<file path="src/rtl/core/s5mc_pkg.sv">
// Shared types, constants and register codes for the separable 5x5 mirror filter.
package s5mc_pkg;

    localparam int MAX_WIDTH  = 2048;
    localparam int MAX_HEIGHT = 4096;
    localparam int ROW_SLOTS  = 8;

    localparam int COL_W   = $clog2(MAX_WIDTH);
    localparam int SLOT_W  = $clog2(ROW_SLOTS);
    localparam int ADDR_W  = SLOT_W + COL_W;
    localparam int DEPTH   = ROW_SLOTS * MAX_WIDTH;
    localparam int FW_W    = $clog2(MAX_WIDTH + 1);
    localparam int ROW_W   = $clog2(MAX_HEIGHT + 1);
    localparam int PEND_W  = $clog2(2 * MAX_WIDTH + 3);
    localparam int CMP_W   = 14;

    localparam int CFG_WIDTH_W  = 12;
    localparam int CFG_HEIGHT_W = 13;
    localparam int PIX_W        = 16;
    localparam int CFG_ADDR_W   = 5;

    localparam logic [CFG_WIDTH_W-1:0]  WIDTH_RESET  = 12'd2048;
    localparam logic [CFG_HEIGHT_W-1:0] HEIGHT_RESET = 13'd1024;
    localparam logic [FW_W-1:0] FW_RESET =
        (MAX_WIDTH < 2048) ? FW_W'(MAX_WIDTH) : FW_W'(2048);

    // tap positions along one axis, far left to far right
    localparam logic [2:0] TAP_FAR_L  = 3'd0;
    localparam logic [2:0] TAP_NEAR_L = 3'd1;
    localparam logic [2:0] TAP_CENTER = 3'd2;
    localparam logic [2:0] TAP_NEAR_R = 3'd3;
    localparam logic [2:0] TAP_FAR_R  = 3'd4;

    localparam logic CMD_PIXEL = 1'b0;

    typedef enum logic [2:0] {
        REG_WIDTH     = 3'd0,
        REG_HEIGHT    = 3'd1,
        REG_H_CENTER  = 3'd2,
        REG_H_NEAR    = 3'd3,
        REG_H_FAR     = 3'd4,
        REG_V_CENTER  = 3'd5,
        REG_V_NEAR    = 3'd6,
        REG_V_FAR     = 3'd7
    } t_reg_idx;

    typedef enum logic [1:0] {
        ST_IDLE,
        ST_START,
        ST_RUN,
        ST_WAIT
    } t_state;

    typedef struct packed {
        logic       valid;
        logic [2:0] row;
        logic [2:0] col;
    } t_tap;

    typedef struct packed {
        logic signed [PIX_W-1:0] hc;
        logic signed [PIX_W-1:0] hn;
        logic signed [PIX_W-1:0] hf;
        logic signed [PIX_W-1:0] vc;
        logic signed [PIX_W-1:0] vn;
        logic signed [PIX_W-1:0] vf;
    } t_weights;

endpackage

</file>
<file path="src/rtl/core/s5mc_mac.sv">
// Multiply-accumulate pipeline: horizontal row sums, then the vertical sum.
module s5mc_mac (
    input  logic                            i_clk,
    input  logic                            i_rst_n,
    input  s5mc_pkg::t_tap                  i_tap,
    input  logic signed [s5mc_pkg::PIX_W-1:0] i_rdata,
    input  s5mc_pkg::t_weights              i_weights,
    output logic                            o_done,
    output logic [s5mc_pkg::PIX_W-1:0]      o_pixel
);
    import s5mc_pkg::*;

    function automatic logic signed [17:0] rnd_sat18(input logic signed [34:0] a);
        logic signed [34:0] s;
        s = (a + 35'sd16384) >>> 15;
        if (s > 35'sd131071) begin
            return 18'sh1FFFF;
        end else if (s < -35'sd131072) begin
            return 18'sh20000;
        end
        return s[17:0];
    endfunction

    function automatic logic signed [15:0] rnd_sat16(input logic signed [36:0] a);
        logic signed [36:0] s;
        s = (a + 37'sd16384) >>> 15;
        if (s > 37'sd32767) begin
            return 16'sh7FFF;
        end else if (s < -37'sd32768) begin
            return 16'sh8000;
        end
        return s[15:0];
    endfunction

    logic signed [PIX_W-1:0] hw;
    logic signed [PIX_W-1:0] vw;
    logic signed [31:0]      r_hp;
    t_tap                    r_tap2;
    logic signed [34:0]      r_hacc;
    logic signed [34:0]      hsum;
    logic signed [17:0]      r_hs;
    logic                    r_hs_valid;
    logic [2:0]              r_hs_row;
    logic signed [33:0]      r_vp;
    logic                    r_vp_valid;
    logic [2:0]              r_vp_row;
    logic signed [36:0]      r_vacc;
    logic signed [36:0]      vsum;
    logic                    r_done;
    logic [PIX_W-1:0]        r_pixel;

    always_comb begin
        case (i_tap.col) inside
            TAP_CENTER:             hw = i_weights.hc;
            TAP_NEAR_L, TAP_NEAR_R: hw = i_weights.hn;
            default:                hw = i_weights.hf;
        endcase
        case (r_hs_row) inside
            TAP_CENTER:             vw = i_weights.vc;
            TAP_NEAR_L, TAP_NEAR_R: vw = i_weights.vn;
            default:                vw = i_weights.vf;
        endcase
    end

    assign hsum = ((r_tap2.col == TAP_FAR_L) ? 35'sd0 : r_hacc) + 35'(r_hp);
    assign vsum = ((r_vp_row == TAP_FAR_L) ? 37'sd0 : r_vacc) + 37'(r_vp);

    always_ff @(posedge i_clk) begin
        if (!i_rst_n) begin
            r_tap2     <= '0;
            r_hs_valid <= 1'b0;
            r_vp_valid <= 1'b0;
            r_done     <= 1'b0;
        end else begin
            r_tap2     <= i_tap;
            r_hs_valid <= r_tap2.valid && (r_tap2.col == TAP_FAR_R);
            r_vp_valid <= r_hs_valid;
            r_done     <= r_vp_valid && (r_vp_row == TAP_FAR_R);
        end
        r_hp <= 32'(hw) * 32'(i_rdata);
        if (r_tap2.valid) begin
            if (r_tap2.col == TAP_FAR_R) begin
                r_hs     <= rnd_sat18(hsum);
                r_hs_row <= r_tap2.row;
            end else begin
                r_hacc <= hsum;
            end
        end
        r_vp     <= 34'(vw) * 34'(r_hs);
        r_vp_row <= r_hs_row;
        if (r_vp_valid) begin
            if (r_vp_row == TAP_FAR_R) begin
                r_pixel <= rnd_sat16(vsum);
            end else begin
                r_vacc <= vsum;
            end
        end
    end

    assign o_done  = r_done;
    assign o_pixel = r_pixel;

endmodule

</file>
<file path="config.mk">
export PLATFORM = sky130hd
export DESIGN_NAME = s5mc_mac
export DESIGN_NICKNAME = d
export VERILOG_FILES = /design/src/rtl/core/s5mc_pkg.sv /design/src/rtl/core/s5mc_mac.sv
export SDC_FILE = /design/constraint.sdc
export NUM_CORES = 2
export LEC_CHECK = 0
export BUFFER_PORTS_ARGS = -buffer_cell sky130_fd_sc_hd__buf_2
export CELL_PAD_IN_SITES_DETAIL_PLACEMENT = 0
export CELL_PAD_IN_SITES_GLOBAL_PLACEMENT = 2
export CORE_MARGIN = 3
export CORE_UTILIZATION = 38
export CTS_BUF_LIST = sky130_fd_sc_hd__clkbuf_16
export DETAILED_ROUTE_END_ITERATION = 7
export PLACE_DENSITY = 0.92
export SETUP_SLACK_MARGIN = 0.15
export SLEW_MARGIN = 10
export SYNTH_ARGS = -nofsm -noshare
export SYNTH_HDL_FRONTEND = slang
export SYNTH_SLANG_ARGS = --single-unit
export TNS_END_PERCENT = 20
</file>
<file path="constraint.sdc">
create_clock -name i_clk -period 9.3 [get_ports i_clk]
set_clock_uncertainty 0.05 [all_clocks]
set_input_delay 1.86 -clock i_clk [delete_from_list [all_inputs] [get_ports i_clk]]
set_output_delay 1.86 -clock i_clk [all_outputs]
set_load 0.05 [all_outputs]
</file>
==> flow_summary.json <==
{
  "synth-seq-cells": 188,
  "rows": 105,
  "startpoint_type": "input port",
  "synth_seq_area_share": 0.152,
  "multi_input_area_um2": 24100,
  "crit_type": "in -> reg",
  "place.gp.congestion": 0.849,
  "numCtsBuffers": 17,
  "hold_path_depth": 0,
  "fill_cells": 8170,
  "cp.arrival_ps": 9040,
  "wl_um": 73200,
  "clock-root-buffer": "clkbuf_16",
  "cts-htree-levels": 4,
  "synth_top_flop_cell": "edfxtp_1",
  "crit_path_top_delay_cell": "o21ai_1",
  "route.detailed.drc": 0,
  "worst_r2r_path_depth": 29,
  "syn_inst": 3408,
  "vias": 22800,
  "fp.dieW_um": 296,
  "hp-class": "reg -> reg",
  "path_common_cell": "fa_1",
  "synth_edf_count": 109,
  "dieArea_um2": 87500,
  "ctsHoldBuffers": 0,
  "fin_crit_sh": 0.934,
  "status": "finished, final reports clean",
  "firstDrtPassIters": 5,
  "ys_async_sr_fraction": 0,
  "cts_buffer_depth": 2,
  "rsz0062_at_grt": "false",
  "cts_tree": "yes",
  "initialDrtViolationCount": 1006,
  "viasPerCell": 4.96,
  "grt_use_total": 0.176,
  "min_period_ps": 8690,
  "area_growth_pct": 8.08,
  "numPortBuffers": 137,
  "wl_per_cell_um": 15.9,
  "synthTopCellsByArea": "fa_1, edfxtp_1, ha_1",
  "path_clk_slew_ps": 70,
  "slew_violations": 0,
  "tightest_slew_ps": 1070,
  "nNetsFinal": 4427,
  "io-pin-count": 138,
  "synth.avg_cell_area_um2": 9.36,
  "slew_headroom": 0.289,
  "antenna_found_initial": 0,
  "synth_area_um2": 31900,
  "grt_pass1_vias": 24500,
  "cp_data_required_time_ps": 9650,
  "post_cts_resize_count": 0,
  "dp_hpwl_um": 61000,
  "start_util": 0.386,
  "clk-insertion-delay-late_ps": 490,
  "fmax_mhz": 115,
  "setup_viol": 0,
  "die_y_um": 296,
  "detail-route-antenna-nets": 0,
  "synth_top_area_frac": 0.348,
  "maxCapViolations": 0,
  "post_cts_buffers": 0,
  "yosysTopAreaCell": "fa_1",
  "synth_warnings": 0,
  "end_kind": "register",
  "ff_latch_area_um2": 4850,
  "layout-drive-gt1-share": 0.0891,
  "grt_pass1_wl_um": 124000,
  "max_stage_delay_ps": 840,
  "syn-num-nets": 4323,
  "clock-sinks": 188,
  "ys_types": 111,
  "report.final.hold_viol_count": 0,
  "grt_max_degree": 38,
  "final.setup.tns_ps": 0,
  "coreArea_um2": 82600,
  "diodes": 0,
  "grt-ovfl-total": 0,
  "cp_max_fo": 12
}
layout by cell type (no fill, tap or decap), types with 19 or more instances in the layout:
cell,n
nand2_1,349
fa_1,554
and2_1,279
inv_1,683
nor2_1,112
o21bai_1,24
a22oi_1,34
ha_1,240
buf_4,52
xor2_1,44
nand3_1,31
xnor2_1,105
nor2b_1,97
edfxtp_1,109
a31oi_1,19
buf_2,137
dfxtp_1,79
nor3_1,29
a21oi_1,124
o21ai_0,59
o21ai_1,38
a21o_1,52
state kept, by name, indices dropped and copies added (netlist names):
name / flops
r_vp_row: 3
r_hacc: 35
o_done: 1
r_hs_row: 3
r_hp: 32
r_tap2: 7
o_pixel: 16
r_hs: 18
r_hs_valid: 1
r_vp: 34
r_vp_valid: 1
r_vacc: 37
cells in the mapped netlist, types with 4 or more instances:
cell      instances
a211oi_1          8
a21boi_0          4
a21o_1           52
a21oi_1         124
a21oi_2          12
a22oi_1          34
a311oi_2          4
a31o_2            4
a31oi_1          19
and2_1          279
and3_1           18
and4_1            5
buf_2             4
buf_6             5
clkbuf_1         92
dfxtp_1          79
edfxtp_1        109
fa_1            554
ha_1            240
inv_1           681
nand2_1         349
nand2b_1         15
nand3_1          31
nand4_1          18
nor2_1          112
nor2b_1          97
nor3_1           31
o2111a_1          4
o21a_1           17
o21ai_0          72
o21ai_1          25
o21ai_2          11
o21bai_1         24
or2_2             6
or3_1             6
xnor2_1         105
xnor2_2           5
xor2_1           44
final timing paths:
| kind | startpoint | endpoint | slack [ps] |
|---|---|---|---|
| setup / recovery | i_weights[17] | r_vp[33]$_DFF_P_ | 610 |
| hold / removal | r_tap2[5]$_SDFF_PN0_ | r_hs_row[2]$_DFFE_PP_ | 360 |
| setup reg to reg | r_hs_row[0]$_DFFE_PP_ | r_vp[33]$_DFF_P_ | 950 |
| hold reg to reg | r_tap2[5]$_SDFF_PN0_ | r_hs_row[2]$_DFFE_PP_ | 360 |
worst max-delay path, delay by kind of cell:
family                     cells  cell delay (ps)
AOI/OAI and AO/OA             13             2960
xor gates and xnor gates       1              150
adders and majority gates      7             3220
buffers and inverters          6              580
and+or+nand+nor                1              240
area by class of cell:
type | count | share of cell area
timing repair buffer | 190 | 0.0318
inverter | 682 | 0.0742
clock buffer | 17 | 0.0123
sequential | 188 | 0.141
clock inverter | 15 | 0.00348
tap | 1070 | 0.0388
multi-input combinational | 2433 | 0.699
routing by layer:
metal | vias up | track usage | share of wire
met2 | 454 | 0.310 | 0.48
met3 | 88 | 0.0231 | 0.038
li1 | 10900 | - | -
met1 | 11400 | 0.226 | 0.46
met4 | 0 | 0.0490 | 0.023
met5 | - | 0 | 0
kinds of logic (layout without fill, tap and decap cells):
kind of cell    Yosys count  count (layout)  synth area share
xor+xnor                156             156            0.0445
compound gates          473             473             0.103
simple gates           1006            1006             0.163
fa+ha+maj               794             794             0.442
buf+inv                 787             904            0.0941
flops                   188             188             0.152
mux                       4               4           0.00129
through the flow:
| step | hold slack, ps | worst slack [ps] | area, µm² | instances | util |
|---|---|---|---|---|---|
| global placement | 338 | 258 | 33900 | 4563 | 0.411 |
| global route | 360 | 183 | 34500 | 4595 | 0.417 |
| detailed placement | 341 | 141 | 33900 | 4563 | 0.411 |
| floorplan | 296 | 172 | 31900 | 3408 | - |
| CTS | 359 | 661 | 34500 | 4595 | 0.417 |
| finish | 356 | 610 | 34500 | 4595 | 0.417 |
Power is not shown: default switching activity piles up to over one toggle a cycle in this logic, so the estimate is an artifact.
